**src/fixed_grid_tick_scheduler_unit_assert.svh**
```systemverilog
// assertion macros for the tick scheduler
`ifndef FIXED_GRID_TICK_SCHEDULER_UNIT_ASSERT_SVH
`define FIXED_GRID_TICK_SCHEDULER_UNIT_ASSERT_SVH

`ifndef NO_ASSERTIONS
// checked only while out of reset
`define FGTS_ASSERT(label, prop, msg) \
  label: assert property (@(posedge clk_i) disable iff (!rst_ni) (prop)) else $error(msg);
// checked at every clock edge
`define FGTS_ASSERT_ALWAYS(label, prop, msg) \
  label: assert property (@(posedge clk_i) (prop)) else $error(msg);
`else
`define FGTS_ASSERT(label, prop, msg)
`define FGTS_ASSERT_ALWAYS(label, prop, msg)
`endif

`endif

```
**src/fgts_pkg.sv**
```systemverilog
`timescale 1ns / 1ps
`default_nettype none

package fgts_pkg;

  localparam int unsigned TIME_W    = 48;
  localparam int unsigned COUNT_W   = 32;
  localparam int unsigned PERIOD_W  = 25;
  localparam int unsigned DIV_CNT_W = $clog2(TIME_W);
  localparam int unsigned USER_IN_W = 2;

  localparam logic [PERIOD_W-1:0] PERIOD_MIN   = 25'd1000000;
  localparam logic [PERIOD_W-1:0] PERIOD_MAX   = 25'd33333333;
  localparam logic [PERIOD_W-1:0] PERIOD_RESET = 25'd4166666;

  localparam logic [COUNT_W-1:0] COUNT_MAX = '1;
  localparam logic [TIME_W-1:0]  TIME_MAX  = '1;

  localparam logic OP_SUBMIT = 1'b0;
  localparam logic OP_POLL   = 1'b1;

  typedef logic [TIME_W-1:0]   tstamp_t;
  typedef logic [COUNT_W-1:0]  count_t;
  typedef logic [PERIOD_W-1:0] period_t;

  // first member lands in the highest bits
  typedef struct packed {
    tstamp_t output_time;
    tstamp_t shaping_delay;
    tstamp_t lateness;
    count_t  skipped_ticks;
    tstamp_t scheduled_tick;
  } result_t;

  localparam int unsigned DATA_OUT_W = $bits(result_t);

endpackage

`default_nettype wire

```
**src/fgts_div.sv**
```systemverilog
`timescale 1ns / 1ps
`default_nettype none

module fgts_div
  import fgts_pkg::*;
(
  input  wire logic    clk_i,
  input  wire logic    rst_ni,
  input  wire logic    start_i,
  input  wire tstamp_t dividend_i,
  input  wire period_t divisor_i,
  output logic         done_o,
  output tstamp_t      quot_o,
  output period_t      rem_o
);

  logic                 busy_q;
  logic [DIV_CNT_W-1:0] cnt_q;
  tstamp_t              dvd_q;
  period_t              rem_q;

  logic [PERIOD_W:0]   rem_sh;
  logic [PERIOD_W+1:0] diff;
  logic                ge;
  period_t             rem_d;

  // one quotient bit per cycle, restoring
  assign rem_sh = {rem_q, dvd_q[TIME_W-1]};
  assign diff   = {1'b0, rem_sh} - {2'b00, divisor_i};
  assign ge     = ~diff[PERIOD_W+1];
  assign rem_d  = ge ? diff[PERIOD_W-1:0] : rem_sh[PERIOD_W-1:0];

  always_ff @(posedge clk_i or negedge rst_ni) begin
    if (!rst_ni) begin
      busy_q <= 1'b0;
      cnt_q  <= '0;
    end else if (start_i) begin
      busy_q <= 1'b1;
      cnt_q  <= DIV_CNT_W'(TIME_W - 1);
    end else if (busy_q) begin
      if (cnt_q == '0) begin
        busy_q <= 1'b0;
      end else begin
        cnt_q <= cnt_q - DIV_CNT_W'(1);
      end
    end
  end

  always_ff @(posedge clk_i) begin
    if (start_i) begin
      dvd_q <= dividend_i;
      rem_q <= '0;
    end else if (busy_q) begin
      dvd_q <= {dvd_q[TIME_W-2:0], ge};
      rem_q <= rem_d;
    end
  end

  assign done_o = busy_q && (cnt_q == '0);
  assign quot_o = dvd_q;
  assign rem_o  = rem_q;

endmodule

`default_nettype wire

```
**src/fixed_grid_tick_scheduler_unit.sv**
```systemverilog
// Fixed-period tick scheduler on a 48-bit integer timebase. Slave transactions carry
// time_stamp in tdata and {valid_req, op} in tuser; a submit (op 0) with valid_req 0
// clears the state, a valid submit records the request time and starts or moves the grid,
// a poll (op 1) at a due time returns one master transaction with the served tick, the
// skipped tick count, lateness, shaping delay and the poll time. An invalid submit, a poll
// that is not due and a submit that does not move the grid complete in the idle state; a
// submit that moves the grid and a due poll pass through the divide state, in which the
// serial divider produces one quotient bit per cycle, 48 bits in all, and then the finish
// state. A due poll waits in its finish state while an earlier result is still held on the
// master side. Writing the period clamps it into [1000000, 33333333] and clears the
// scheduler state; write it only while the block is idle.
`timescale 1ns / 1ps
`default_nettype none
`include "fixed_grid_tick_scheduler_unit_assert.svh"

module fixed_grid_tick_scheduler_unit
  import fgts_pkg::*;
(
  input  wire logic                  clk_i,
  input  wire logic                  rst_ni,
  input  wire logic                  cfg_we_i,
  input  wire logic [PERIOD_W-1:0]   cfg_wdata_i,    // period_units
  input  wire logic                  s_axis_tvalid,
  output logic                       s_axis_tready,
  input  wire logic [TIME_W-1:0]     s_axis_tdata,   // time_stamp
  input  wire logic [USER_IN_W-1:0]  s_axis_tuser,   // op, valid_req
  output logic                       m_axis_tvalid,
  input  wire logic                  m_axis_tready,
  // scheduled_tick, skipped_ticks, lateness, shaping_delay, output_time
  output logic [DATA_OUT_W-1:0]      m_axis_tdata
);

  localparam logic [1:0] ST_IDLE = 2'd0;
  localparam logic [1:0] ST_DIV  = 2'd1;
  localparam logic [1:0] ST_FIN  = 2'd2;
  localparam int unsigned SUM_W  = TIME_W + 1;

  logic [1:0] state_q, state_d;
  period_t    period_q;
  logic       have_req_q;
  tstamp_t    req_time_q;
  tstamp_t    next_tick_q;
  count_t     pending_q;
  logic       m_valid_q;
  result_t    result_q;
  logic       op_q;
  tstamp_t    t_q;

  logic       in_op, in_valid;
  tstamp_t    in_time;
  logic       s_accept, clr_accept, poll_due, sub_move, need_div;
  tstamp_t    div_dividend;
  logic       div_done;
  tstamp_t    div_quot;
  period_t    div_rem;
  period_t    cfg_clamped;

  logic       rem_nz, inc;
  logic [SUM_W-1:0] cnt_sum;
  count_t     cnt_sat;
  logic [SUM_W-1:0] tick_sum;
  tstamp_t    tick_sat, next_fin, sched, delay;
  logic       fin_go, fin_out;
  result_t    result_d;

  assign in_op    = s_axis_tuser[0];
  assign in_valid = s_axis_tuser[1];
  assign in_time  = s_axis_tdata;

  assign s_axis_tready = (state_q == ST_IDLE);
  assign s_accept      = s_axis_tvalid && s_axis_tready;
  assign clr_accept    = s_accept && (in_op == OP_SUBMIT) && !in_valid;

  assign poll_due = have_req_q && (in_time != '0) && (in_time >= next_tick_q);
  assign sub_move = (next_tick_q != '0) && (next_tick_q < in_time);
  assign need_div = s_accept && ((in_op == OP_POLL) ? poll_due : (in_valid && sub_move));
  assign div_dividend = in_time - next_tick_q;

  assign cfg_clamped = (cfg_wdata_i < PERIOD_MIN) ? PERIOD_MIN :
                       (cfg_wdata_i > PERIOD_MAX) ? PERIOD_MAX : cfg_wdata_i;

  fgts_div u_div (
    .clk_i      (clk_i),
    .rst_ni     (rst_ni),
    .start_i    (need_div),
    .dividend_i (div_dividend),
    .divisor_i  (period_q),
    .done_o     (div_done),
    .quot_o     (div_quot),
    .rem_o      (div_rem)
  );

  // finish arithmetic shared by both operations
  assign rem_nz   = |div_rem;
  assign inc      = (op_q == OP_SUBMIT) && rem_nz;
  assign cnt_sum  = SUM_W'(pending_q) + SUM_W'(div_quot) + SUM_W'(inc);
  assign cnt_sat  = (cnt_sum > SUM_W'(COUNT_MAX)) ? COUNT_MAX : cnt_sum[COUNT_W-1:0];
  assign tick_sum = {1'b0, t_q} + SUM_W'(period_q - div_rem);
  assign tick_sat = tick_sum[TIME_W] ? TIME_MAX : tick_sum[TIME_W-1:0];
  assign next_fin = ((op_q == OP_SUBMIT) && !rem_nz) ? t_q : tick_sat;
  assign sched    = t_q - TIME_W'(div_rem);
  assign delay    = (t_q > req_time_q) ? (t_q - req_time_q) : '0;

  assign fin_go  = (state_q == ST_FIN) &&
                   ((op_q == OP_SUBMIT) || !m_valid_q || m_axis_tready);
  assign fin_out = fin_go && (op_q == OP_POLL);

  always_comb begin
    result_d.scheduled_tick = sched;
    result_d.skipped_ticks  = cnt_sat;
    result_d.lateness       = TIME_W'(div_rem);
    result_d.shaping_delay  = delay;
    result_d.output_time    = t_q;
  end

  always_comb begin
    state_d = state_q;
    case (state_q)
      ST_IDLE: begin
        if (need_div) begin
          state_d = ST_DIV;
        end
      end
      ST_DIV: begin
        if (div_done) begin
          state_d = ST_FIN;
        end
      end
      ST_FIN: begin
        if (fin_go) begin
          state_d = ST_IDLE;
        end
      end
      default: state_d = ST_IDLE;
    endcase
  end

  always_ff @(posedge clk_i or negedge rst_ni) begin
    if (!rst_ni) begin
      state_q     <= ST_IDLE;
      period_q    <= PERIOD_RESET;
      have_req_q  <= 1'b0;
      req_time_q  <= '0;
      next_tick_q <= '0;
      pending_q   <= '0;
      m_valid_q   <= 1'b0;
    end else begin
      state_q <= state_d;
      if (cfg_we_i) begin
        period_q    <= cfg_clamped;
        have_req_q  <= 1'b0;
        req_time_q  <= '0;
        next_tick_q <= '0;
        pending_q   <= '0;
      end else if (s_accept) begin
        if (in_op == OP_SUBMIT) begin
          if (!in_valid) begin
            have_req_q  <= 1'b0;
            req_time_q  <= '0;
            next_tick_q <= '0;
            pending_q   <= '0;
          end else begin
            have_req_q <= 1'b1;
            req_time_q <= in_time;
            if (next_tick_q == '0) begin
              next_tick_q <= in_time;
            end
          end
        end
      end else if (fin_go) begin
        next_tick_q <= next_fin;
        pending_q   <= (op_q == OP_SUBMIT) ? cnt_sat : '0;
      end
      if (fin_out) begin
        m_valid_q <= 1'b1;
      end else if (m_axis_tready) begin
        m_valid_q <= 1'b0;
      end
    end
  end

  always_ff @(posedge clk_i) begin
    if (s_accept) begin
      op_q <= in_op;
      t_q  <= in_time;
    end
    if (fin_out) begin
      result_q <= result_d;
    end
  end

  assign m_axis_tvalid = m_valid_q;
  assign m_axis_tdata  = result_q;

  `FGTS_ASSERT(a_div_starts, need_div |=> (state_q == ST_DIV), "divider not started")
  `FGTS_ASSERT(a_poll_clears_pending, fin_out |=> (pending_q == '0),
               "pending skips kept after a result")
  `FGTS_ASSERT(a_grid_monotonic,
               (!$past(cfg_we_i) && !$past(clr_accept)) |-> (next_tick_q >= $past(next_tick_q)),
               "grid moved backward")
  `FGTS_ASSERT(a_late_below_period, fin_out |=> (result_q.lateness < TIME_W'(period_q)),
               "lateness not below period")

endmodule

`default_nettype wire

```
**config.mk**
```make
export PLATFORM = sky130hd
export DESIGN_NAME = fixed_grid_tick_scheduler_unit
export DESIGN_NICKNAME = d
export VERILOG_FILES = /design/src/fgts_pkg.sv /design/src/fgts_div.sv /design/src/fixed_grid_tick_scheduler_unit.sv
export VERILOG_INCLUDE_DIRS = /design/src /design/src/src
export SDC_FILE = /design/constraint.sdc
export NUM_CORES = 1
export LEC_CHECK = 0
export BUFFER_PORTS_ARGS = -buffer_cell sky130_fd_sc_hd__buf_2
export CORE_MARGIN = 2
export CORE_UTILIZATION = 48
export DETAILED_ROUTE_END_ITERATION = 16
export GPL_TIMING_DRIVEN = 0
export PLACE_DENSITY = 0.66
export REMOVE_ABC_BUFFERS = 1
export SYNTH_ARGS = -nofsm -noshare
export SYNTH_HDL_FRONTEND = slang
export SYNTH_HIERARCHICAL = 1
export SYNTH_SLANG_ARGS = --single-unit
```
**constraint.sdc**
```tcl
create_clock -name clk_i -period 10.8 [get_ports clk_i]
set_input_delay 1.08 -clock clk_i [delete_from_list [all_inputs] [get_ports clk_i]]
set_output_delay 1.08 -clock clk_i [all_outputs]
set_load 0.01 [all_outputs]
```
-- Yosys cells after proc, flatten, opt, wreduce, memory -nomap -nowiden
Cells that the tools add are included.
- memories kept: 0
- memory bits (read-only): 0
- output and inout port bits: 226
- memory bits (writable): 0
- flip-flop bits (word level): 487
- latch bits: 0
- input bits: 80
- logic and storage cells: 116
- eq/ne operators: 10
- reduce and logical (&&, ||, !) cells: 30
- shift-type cells: 0
- $add $sub $neg: 9
- div/mod/pow operators: 0
- $lt $le $gt $ge: 6
- bitwise gates (word level): 2
- multiply operators: 0
- mux-type cells: 41
- operator list (operator ; count):
    48-bit 2-to-1 mux ; 14
    32-bit 2-to-1 mux ; 7
    48-bit nonzero test ; 2
    48-bit subtractor ; 2
    25-bit 2-to-1 mux ; 3
    32-bit by 48-bit adder with 49-bit output ; 1
    48-bit by 49-bit adder with 49-bit output ; 1
    49-bit by 1-bit adder with 49-bit output ; 1
    49-bit by 32-bit > comparator with 1-bit output (second input constant) ; 1
    48-bit greater-or-equal comparator ; 1
    48-bit > comparator ; 1
    48-bit zero test ; 1
    48-bit less-than comparator ; 1
    48-bit by 25-bit subtractor with 48-bit output ; 1
    26-bit by 25-bit subtractor with 27-bit output ; 1
    25-bit by 25-bit subtractor with 26-bit output ; 1
    25-bit > comparator (second input constant) ; 1
    25-bit by 20-bit less-than comparator with 1-bit output (second input constant) ; 1
    25-bit OR reduction ; 1
    6-bit 2-to-1 mux ; 3
    1-bit logical AND ; 11
    1-bit 2-to-1 mux ; 10
    3-bit AND reduction ; 3
    2-bit != test (second input constant) ; 4
    16 further kinds ; 25

-- Depth between registers and ports, before layout
Gate-level depths: netlist of run 1.
- depth after elaboration: 9
- gate-level depth with buffers: 28
- mapped depth without buffers: 27

-- By module
The synthesis of run 1 kept the hierarchy.
- modules (own cells, without submodules) (module ; cells an instance ; area each (µm²) ; sequential area each (µm²) ; times used):
    fixed_grid_tick_scheduler_unit ; 3014 ; 28222.1 ; 11449.7 ; 1
    fgts_div ; 459 ; 4797.1 ; 2117.0 ; 1

-- Least setup slack after synthesis of run 1
OpenSTA, ideal clock, no wires.
- path type: input to register
- start point: input port m_axis_tready
- end point: register result_q (netlist bit m_axis_tdata[0]) (enable)
- data arrival time: 9.463 ns
- required time: 10.035 ns
- setup time: 0.765 ns
- path buffers: 0
- stages on the path: 2
- setup slack: 0.572 ns
- cells stage by stage: nor2b_1 nor2_1
- longest elaborated chain between the ends: 3
- ends and longest elaborated chain (what ; line ; RTL):
    start: declaration ; fixed_grid_tick_scheduler_unit.sv:28 ; input wire logic m_axis_tready,
    1-bit logical OR ; fixed_grid_tick_scheduler_unit.sv:105 ; ((op_q == OP_SUBMIT) || !m_valid_q || m_axis_tready);
    1-bit logical AND ; fixed_grid_tick_scheduler_unit.sv:104 ; assign fin_go = (state_q == ST_FIN) &&
    1-bit logical AND ; fixed_grid_tick_scheduler_unit.sv:106 ; assign fin_out = fin_go && (op_q == OP_POLL);
    via fin_out ; fixed_grid_tick_scheduler_unit.sv:63 ; logic fin_go, fin_out;
    end signal: assignment ; fixed_grid_tick_scheduler_unit.sv:188 ; result_q <= result_d;
    end: declaration ; fixed_grid_tick_scheduler_unit.sv:45 ; result_t result_q;
The timed path passes the listed nets, and every way through them passes these cells.
A chain may end at the register's enable or synchronous reset.

-- Final worst setup path of run 1
- start point: register u_div.rem_q[1] (netlist: u_div/rem_o[1])
- end point: register next_tick_q[47]
- longest elaborated chain between the ends: 7
- elaborated cells between the ends (all ways): 10
- classes of those cells: add/sub (2); mux (5); reduce/logical (3)
- ends and longest elaborated chain (what ; line ; RTL):
    start: declaration ; fgts_div.sv:20 ; period_t rem_q;
    start signal: assignment ; fgts_div.sv:55 ; rem_q <= rem_d;
    25-bit by 25-bit subtractor with 26-bit output / 25-bit OR reduction (equally long branches) ; fixed_grid_tick_scheduler_unit.sv:98, fixed_grid_tick_scheduler_unit.sv:94 ;
    48-bit by 49-bit adder with 49-bit output / 1-bit zero test (equally long branches) ; fixed_grid_tick_scheduler_unit.sv:98, fixed_grid_tick_scheduler_unit.sv:100 ;
    48-bit 2-to-1 mux / 1-bit logical AND (equally long branches) ; fixed_grid_tick_scheduler_unit.sv:99, fixed_grid_tick_scheduler_unit.sv:100 ;
    48-bit 2-to-1 mux (*) ; fixed_grid_tick_scheduler_unit.sv:100 ; assign next_fin = ((op_q == OP_SUBMIT) && !rem_nz) ? t_q : tick_sat;
    48-bit 2-to-1 mux (*) ; fixed_grid_tick_scheduler_unit.sv:170 ; end else if (fin_go) begin
    48-bit 2-to-1 mux (*) ; fixed_grid_tick_scheduler_unit.sv:155 ; end else if (s_accept) begin
    48-bit 2-to-1 mux (*) ; fixed_grid_tick_scheduler_unit.sv:149 ; if (cfg_we_i) begin
    end signal: assignment ; fixed_grid_tick_scheduler_unit.sv:166 ; next_tick_q <= in_time;
    end signal: assignment ; fixed_grid_tick_scheduler_unit.sv:171 ; next_tick_q <= next_fin;
    end: declaration ; fixed_grid_tick_scheduler_unit.sv:42 ; tstamp_t next_tick_q;
Mark *: on every way between the ends. The rest lies on a longest branch, timed or not. The select of a mux whose other input is x is not followed.

==> metrics.md, run 1 <==
| Metric | Value |
|---|---|
| Vert. Die Dim | `266.3 microns` |
| CTS Hold Buffers Added | `0` |
| Synthesized area divided by synthesized cell count | `9.507 sq um` |
| CTS H-Tree Depth | `2` |
| Worst-case vdd ir drop | `~0.2 mV` |
| Async set-or-reset flop fraction in the synthesized netlist | `0.3368` |
| Startpoint of the worst register-to-register path | `u_div/rem_o[1]$_SDFFE_PP0P_` |
| Row count | `96` |
| Number of distinct library cells after synthesis | `89` |
| Global-route usage over all layers | `0.2757` |
| Area of the die | `70910 sq um` |
| Number of buffers and inverters on the critical path | `1` |
| Wire length of the first global-routing pass | `approximately 150000 microns` |
| Commonest register cell after synthesis | `sky130_fd_sc_hd__edfxtp_1` |
| CP Data Required Time | `11.32 ns` |
| Crit path max-delay family | `compound AO/OA/AOI/OAI gates` |
| Unrepaired setup endpoints after global routing | `no` |
| Logic depth of the worst register-to-register path | `24` |
| Number of remaining DRC errors | `0` |
| Worst setup EP type | `flip-flop` |
| Core Footprint | `68350 sq um` |
| Count of final max-slew check failures | `0` |
| Router iterations before antenna repair | `5` |
| Starting density of the core | `0.4831` |
| Number of buffers created by CTS | `55` |
| Detailed placer's ending HPWL | `76010 microns` |
| Count of maximum capacitance violations | `0` |
| Detailed-route vias per instance | `6.003` |
| Design Area, Final | `37350 sq um` |
| R2r endpoint | `next_tick_q[47]$_DFFE_PN0P_` |
| Number of warnings issued by yosys | `6` |
| Initial detailed-routing violation count | `~2400` |
| Most common library cells after synthesis | `sky130_fd_sc_hd__edfxtp_1, sky130_fd_sc_hd__nand2_1, sky130_fd_sc_hd__nor2_1` |
| Kind of start point of the critical path | `flip-flop` |
| Die outline width | `266.3 microns` |
| Cells after synthesis | `~3500` |
| Portion of synthesized cell area occupied by the leading cell type | `0.2710` |
| Maximum clock path buffer count | `3` |
| Stage delay of the slowest cell on the critical path | `between 0.8 and 0.9 ns` |
| Wirelength, routed | `roughly 100000 microns` |
| Worst Tran Pin Value | `1.303 ns` |
| Layout cell share with drive strength beyond 1 | `0.1347` |
| Clock-pin slew on the worst setup and hold paths | `0.06 ns` |
| Cell with the most instances after synthesis | `sky130_fd_sc_hd__edfxtp_1` |
| Highest clock frequency the design can meet | `between 100 and 150 MHz` |
| TritonCTS clock tree | `yes` |
| Crit path DAT | `8.78 ns` |
| Post-CTS repair timing setup buffer count | `0` |
| Worst-skew pair later-pin latency | `0.63 ns` |
| Critical path class | `flip-flop to flip-flop` |
| CTS resizes | `0` |
| Flop-to-flop setup slack | `2.54 ns` |
| Fin Clk Skew | `0.02444 ns` |
| Final cell count without fillers | `about 4600` |
| Classification of the worst-slack hold path | `input port to asynchronous set/reset pin` |
| IO Count | `slightly above 300` |
| Final hold vios | `0` |
| CTS Sinks | `~490` |
| Area grow syn2layout | `13.11%` |
| Flop and latch count out of synthesis | `between 400 and 500` |
| Critical-path cell with the highest stage delay | `sky130_fd_sc_hd__o41ai_1` |
| Final Setup Violations | `0` |
| Final ANT Viol Nets | `0` |
| Number of port buffers | `282` |
| Weighted congestion reported at the end of routability-driven placement | `0.9279` |
| Part of the Yosys area used for sequential elements | `0.4109` |
| EDFF count, synth | `298` |
| Final worst hold slack | `0.4067 ns` |
| Top cell type by total area after synthesis | `sky130_fd_sc_hd__edfxtp_1` |
| Cells along the critical path | `inv_1, ha_1, nor2b_1, o31a_1, o41a_1, o41ai_1, nor4_1, o41ai_1, o21bai_1, a2111oi_0, or3_1, xnor2_1, ha_1, a21o_1, a21o_1, a21oi_1, nor2_1, a211oi_1, o21a_1, o21ai_0, a21oi_1, mux2_2, or3_1, o31a_1` |
| PD cells | `287.5 nW/um^2` |
| Aggregate global routing overflow | `0` |
| Detailed-route via count | `27856` |
| # fillers | `between 6000 and 7000` |
| Biggest area contributors in the synthesized netlist | `sky130_fd_sc_hd__edfxtp_1, sky130_fd_sc_hd__dfrtp_1, sky130_fd_sc_hd__ha_1, sky130_fd_sc_hd__a21oi_1, sky130_fd_sc_hd__xnor2_1` |
| Ratio of final minimum period to clock period | `0.7649` |
| Multi-input combinational cell area | `between 15000 and 20000 sq um` |
| Crit-path max FO | `48` |
| Slew HR | `0.1236` |
| WL per Instance | `21.46 microns` |
| Pin count of the biggest net entering global routing | `between 100 and 150` |
| Vias in the first global route | `26346` |
| Number of antenna violations at the first check in global routing | `9` |
| Run status | `complete, no violations` |
| Post-synth design cell area | `33020 sq um` |
| Placed cell area | `35450 sq um` |
| Leakage | `0.01565 uW` |
| Nets | `4049` |
| Register area | `13570 sq um` |
| Buffer cell driving the clock tree root | `sky130_fd_sc_hd__clkbuf_16` |
| Final worst path period need | `roughly 8.3 ns` |
| Placed instance count | `approximately 4500` |
## state kept, by name (all words and copies together), names as in the netlist
register / cells
u_div/busy_q: 1
req_time_q: 48
u_div/rem_o: 25
op_q: 1
m_axis_tvalid: 1
have_req_q: 1
u_div/quot_o: 48
u_div/cnt_q: 6
m_axis_tdata: 201
pending_q: 32
t_q: 48
period_q: 25
next_tick_q: 48
state_q: 2
## through the flow
step	total power, uW	setup slack, ns	utilization	TNS [ns]
6_report	10740	2.540	0.5465	0
5_1_grt	11510	1.952	0.5464	0
4_1_cts	10690	2.564	0.5464	0
3_5_place_dp	8676	2.598	0.5187	0
3_3_place_gp	8616	-3.968	0.5111	-957.20
2_1_floorplan	7154	0.5722	-	0
## how the worst max path moves through the flow
| stage | from | endpoint | slack, ns | cells past startpoint |
|---|---|---|---|---|
| after floorplan | m_axis_tready | m_axis_tdata[0]$_DFFE_PP_ | 0.57 | 2 |
| after global placement | m_axis_tready | m_axis_tdata[222]$_DFFE_PP_ | -3.97 | 3 |
| after detailed placement | u_div/rem_o[1]$_SDFFE_PP0P_ | next_tick_q[47]$_DFFE_PN0P_ | 2.60 | 24 |
| after CTS | u_div/rem_o[1]$_SDFFE_PP0P_ | next_tick_q[47]$_DFFE_PN0P_ | 2.56 | 24 |
| after global routing | u_div/rem_o[1]$_SDFFE_PP0P_ | next_tick_q[47]$_DFFE_PN0P_ | 1.95 | 24 |
| final | u_div/rem_o[1]$_SDFFE_PP0P_ | next_tick_q[47]$_DFFE_PN0P_ | 2.54 | 24 |
## metal layers
metal,up-vias,global-route usage,share of wire
met3,155,0.03364,0.058
li1,13292,-,-
met4,10,0.07789,0.028
met1,13540,0.3740,0.44
met5,-,0,0.00062
met2,859,0.4637,0.48
## cell families after synthesis
logic type	after synthesis	share of synthesized area
DFF	487	0.4109
muxes	74	0.02452
adders and majority gates	260	0.1003
xor gates and xnor gates	237	0.06286
and+or+nand+nor	997	0.1437
other	1	0.0001136
AOI/OAI and AO/OA	1021	0.2088
buffers and inverters	396	0.04877
## power breakdown
| group | leakage, uW | switching [uW] | total (uW) | internal [uW] |
|---|---|---|---|---|
| logic | 0.00963 | 3450 | 5840 | 2390 |
| clock network | 0.000927 | 821 | 1970 | 1150 |
| registers | 0.00509 | 482 | 2930 | 2450 |
## cell usage in the layout (no fill, tap or decap), drive strengths merged, types with 22 or more instances in the layout
cell    instances
a211oi         49
a21o          117
a21oi         251
a22o           84
a22oi          25
a31oi          42
and3           26
buf           306
clkbuf         74
conb           23
dfrtp         153
dfxtp          25
edfxtp        298
ha            252
inv           246
mux2           55
nand2         289
nand2b         36
nand3          65
nand4          53
nor2          255
nor2b          37
nor3          105
nor4           51
o211ai         32
o21a           41
o21ai         170
o21bai         38
o221ai         22
o41ai          23
xnor2         135
xor2          102
## layout make-up
type	instances	share of cell area
multi-input combinational	2612	0.4820
sequential	487	0.3633
timing repair buffer	306	0.04931
clock buffer	74	0.04208
tap	882	0.02955
inverter	247	0.02499
clock inverter	30	0.008610
antenna	2	0.0001340
No activity file was read; power rests on OpenSTA's default activity.
==> run 2: changes to the inputs <==
- PLACE_DENSITY: 0.66 -> 0.68
- clock period: 10.8 -> 7.5 ns (I/O delays scaled with it)
==> run 2 against run 1 <==
Non-clock buffer count increased by 3. Highest routed layer unchanged. Count of clock-buffer cells in the layout unchanged. Via count is 0.27% lower. Clock skew fell by 0.0072 ns. Die area unchanged. Sequential share of layout area grew 0.087 points. Hold slack lost 0.30 ns. Worst setup slack worse by 2.3 ns. Flip-flop and latch count unchanged. Maximum frequency up 14%. Total power rose by 42%. Critical endpoint unchanged. Final cell count hardly changed. Largest power group unchanged.
==> metrics.md, run 2 (synthesized netlist as in run 1, its figures left out) <==
| Metric | Value |
|---|---|
| Area grow syn2layout | `12.84%` |
| Detailed placer's ending HPWL | `76070 microns (about the same)` |
| Commonest cells after routing, fill and taps aside | `sky130_fd_sc_hd__edfxtp_1, sky130_fd_sc_hd__nand2_1, sky130_fd_sc_hd__buf_2` |
| Met2 wire len | `46680 microns (-2.0%)` |
| Final worst path period need | `7.261 ns (-0.9990 ns)` |
| Worst Tran Pin Value | `1.421 ns (+0.1180 ns)` |
| Wirelength, routed | `98760 microns (-0.82%)` |
| Area of the die | `70910 sq um (unchanged)` |
| Placed instance count | `4535 (+0.022%)` |
| Flop-to-flop setup slack | `0.24 ns (-2.30 ns)` |
| PD cells | `410.3 nW/um^2 (+43%)` |
| Multi-input combinational cell area | `18040 sq um (+0.23%)` |
| TritonCTS clock tree | `yes` |
| Number of buffers created by CTS | `53 (-3.6%)` |
| Maximum clock path buffer count | `3 (unchanged)` |
| Router iterations before antenna repair | `6 (+1)` |
| WL per Instance | `21.28 microns (-0.87%)` |
| Routed length on met3 | `5563 microns (-3.2%)` |
| Clock-pin slew on the worst setup and hold paths | `0.06 ns (about the same)` |
| Share of power burned in registers | `0.276 (+0.003)` |
| Count of final max-slew check failures | `0 (unchanged)` |
| Core Footprint | `68350 sq um (unchanged)` |
| Fin Clk Skew | `0.01729 ns (-0.007155 ns)` |
| Register area | `13570 sq um (unchanged)` |
| IO Count | `306 (unchanged)` |
| Nets | `4050 (+0.025%)` |
| Row count | `96 (unchanged)` |
| Buffer cell driving the clock tree root | `sky130_fd_sc_hd__clkbuf_16` |
| Wire length of the first global-routing pass | `151600 microns (-1.1%)` |
| Number of flip-flops under the largest register name | `201 (unchanged)` |
| Run status | `complete, no violations` |
| Wire length the detailed router placed on met1 | `43270 microns (-0.27%)` |
| Leakage | `0.01561 uW (-0.27%)` |
| Number of remaining DRC errors | `0 (unchanged)` |
| # fillers | `6203 (-0.23%)` |
| Final cell count without fillers | `4642 (+0.043%)` |
| Switching Power | `6783 uW (+43%)` |
| Highest clock frequency the design can meet | `137.7 MHz (+14%)` |
| Die outline width | `266.3 microns (unchanged)` |
| Worst-skew pair later-pin latency | `0.63 ns (about the same)` |
| Fraction of power spent switching nets | `0.4437 (+0.0008399)` |
| Number of antenna violations at the first check in global routing | `6 (-3)` |
| Weighted congestion reported at the end of routability-driven placement | `0.9648 (+4.0%)` |
| CTS Hold Buffers Added | `0 (unchanged)` |
| Kind of start point of the critical path | `flip-flop` |
| Crit path DAT | `7.77 ns (-1.01 ns)` |
| Worst-case vdd ir drop | `0.2343 mV (+16%)` |
| Vias in the first global route | `26601 (+0.97%)` |
| CP Data Required Time | `8.01 ns (-3.31 ns)` |
| Internal cell power | `8506 uW (+42%)` |
| Worst setup EP type | `flip-flop` |
| Critical path class | `flip-flop to flip-flop` |
| Number of port buffers | `282 (unchanged)` |
| Global-route usage over all layers | `0.2717 (-0.004002)` |
| Final setup TNS | `0 ns (unchanged)` |
| Pin count of the biggest net entering global routing | `92 (-12%)` |
| Final hold vios | `0 (unchanged)` |
| Initial detailed-routing violation count | `2221 (-7.5%)` |
| Vert. Die Dim | `266.3 microns (unchanged)` |
| Ratio of final minimum period to clock period | `0.9682 (+0.2033)` |
| Crit-path max FO | `48 (unchanged)` |
| Layout cell share with drive strength beyond 1 | `0.1321 (-0.002627)` |
| Power share of the combinational group | `0.553 (+0.009)` |
| Slew HR | `0.04418 (-0.07941)` |
| Starting density of the core | `0.4831 (unchanged)` |
| Aggregate global routing overflow | `0 (unchanged)` |
| Final ANT Viol Nets | `0 (unchanged)` |
| CTS H-Tree Depth | `2 (unchanged)` |
| Detailed-route via count | `27780 (-0.27%)` |
| Proportion of power drawn by the clock network | `0.172 (-0.011)` |
| Top routing layer in use | `met5` |
| Most common cell after layout, fill and taps aside | `sky130_fd_sc_hd__edfxtp_1` |
| CTS Sinks | `487 (unchanged)` |
| Count of maximum capacitance violations | `0 (unchanged)` |
| Classification of the worst-slack hold path | `input port to asynchronous set/reset pin` |
| Detailed-route vias per instance | `5.984 (-0.32%)` |
| Final Setup Violations | `0 (unchanged)` |
## run 2: cell types whose count changed in the layout (fill, tap and decap cells not counted), moves of 2 or more
cell                         change
sky130_fd_sc_hd__buf_4           +2
sky130_fd_sc_hd__clkbuf_1        +4
sky130_fd_sc_hd__clkbuf_16       -5
sky130_fd_sc_hd__clkinv_1        +9
sky130_fd_sc_hd__clkinv_2        -4
sky130_fd_sc_hd__clkinv_4        -4
sky130_fd_sc_hd__clkinvlp_4      -5
sky130_fd_sc_hd__diode_2         +3
sky130_fd_sc_hd__o41ai_1         -2
sky130_fd_sc_hd__o41ai_2         +2
## run 2: worst paths after layout
check / start / to / depth (start not counted)
min in group clk_i: cfg_wdata_i[12] / period_q[12]$_DFFE_PN1P_ / 3
min: rst_ni / period_q[0]$_DFFE_PN0P_ / 1
max reg2reg: u_div/rem_o[1]$_SDFFE_PP0P_ / next_tick_q[47]$_DFFE_PN0P_ / 25
min reg2reg: have_req_q$_DFFE_PN0P_ / have_req_q$_DFFE_PN0P_ / 1
max in group asynchronous: rst_ni / req_time_q[44]$_DFFE_PN0P_ / 2
max: u_div/rem_o[1]$_SDFFE_PP0P_ / next_tick_q[47]$_DFFE_PN0P_ / 25
## run 2: per-layer routing
layer,up-vias,global-route usage
met5,-,0
met1,13481,0.3661
met2,842,0.4520
li1,13297,-
met4,2,0.08807
met3,158,0.03678
## run 2: final cells by class
cell class              instances  area share
clock inverters                26    0.006481
well taps                     882     0.02962
inverters                     247     0.02505
repair buffers                309     0.05047
multi-input cells            2612      0.4843
clock buffers                  74     0.03959
diodes                          5   0.0003358
flip-flops and latches        487      0.3641
## run 2: through the flow
step                setup WS, ns  utilization  hold slack (ns)  power [uW]  cell area (sq um)
global placement          -6.897       0.5111           0.4586       12410              34930
detailed placement       -0.5829       0.5190           0.4648       12490              35470
finish                    0.2385       0.5452           0.1037       15290              37260
global route            -0.05624       0.5451           0.1290       16400              37250
floorplan                 -2.398            -           0.4438       10300              32420
CTS                       0.1329       0.5444           0.1051       15190              37210
## run 2: power by group through the flow
stage | Combinational, uW | Sequential [uW] | Clock [uW]
floorplan | 6380 | 3920 | 0
global route | 9350 | 4280 | 2770
detailed placement | 8240 | 4250 | 0
global placement | 8140 | 4270 | 0
finish | 8450 | 4210 | 2620
CTS | 8310 | 4210 | 2670
## run 2: critical path, cell delays in order (launching register included)
cell	delay, ns
sky130_fd_sc_hd__dfxtp_1	0.51
sky130_fd_sc_hd__inv_1	0.15
sky130_fd_sc_hd__ha_1	0.29
sky130_fd_sc_hd__nor2b_1	0.14
sky130_fd_sc_hd__o31a_1	0.27
sky130_fd_sc_hd__o41a_1	0.35
sky130_fd_sc_hd__o41ai_2	0.42
sky130_fd_sc_hd__nor4_1	0.18
sky130_fd_sc_hd__o41ai_2	0.34
sky130_fd_sc_hd__buf_4	0.18
sky130_fd_sc_hd__o21bai_1	0.08
sky130_fd_sc_hd__a2111oi_1	0.49
sky130_fd_sc_hd__or3_1	0.20
sky130_fd_sc_hd__xnor2_1	0.16
sky130_fd_sc_hd__ha_1	0.34
sky130_fd_sc_hd__a21o_1	0.18
sky130_fd_sc_hd__a21o_1	0.17
sky130_fd_sc_hd__a21oi_1	0.18
sky130_fd_sc_hd__nor2_1	0.06
sky130_fd_sc_hd__a211oi_1	0.23
sky130_fd_sc_hd__o21a_1	0.34
sky130_fd_sc_hd__o21ai_0	0.36
sky130_fd_sc_hd__a21oi_2	0.30
sky130_fd_sc_hd__mux2_8	0.52
sky130_fd_sc_hd__or3_1	0.41
sky130_fd_sc_hd__o31a_1	0.28
## run 2: timing repair
action | CTS | global route
setup endpoints to repair | 48 | 13
gates resized for setup | 3 | 4
hold endpoints to repair | 0 | 0
pin swaps | 0 | 1
setup buffers | 0 | 2
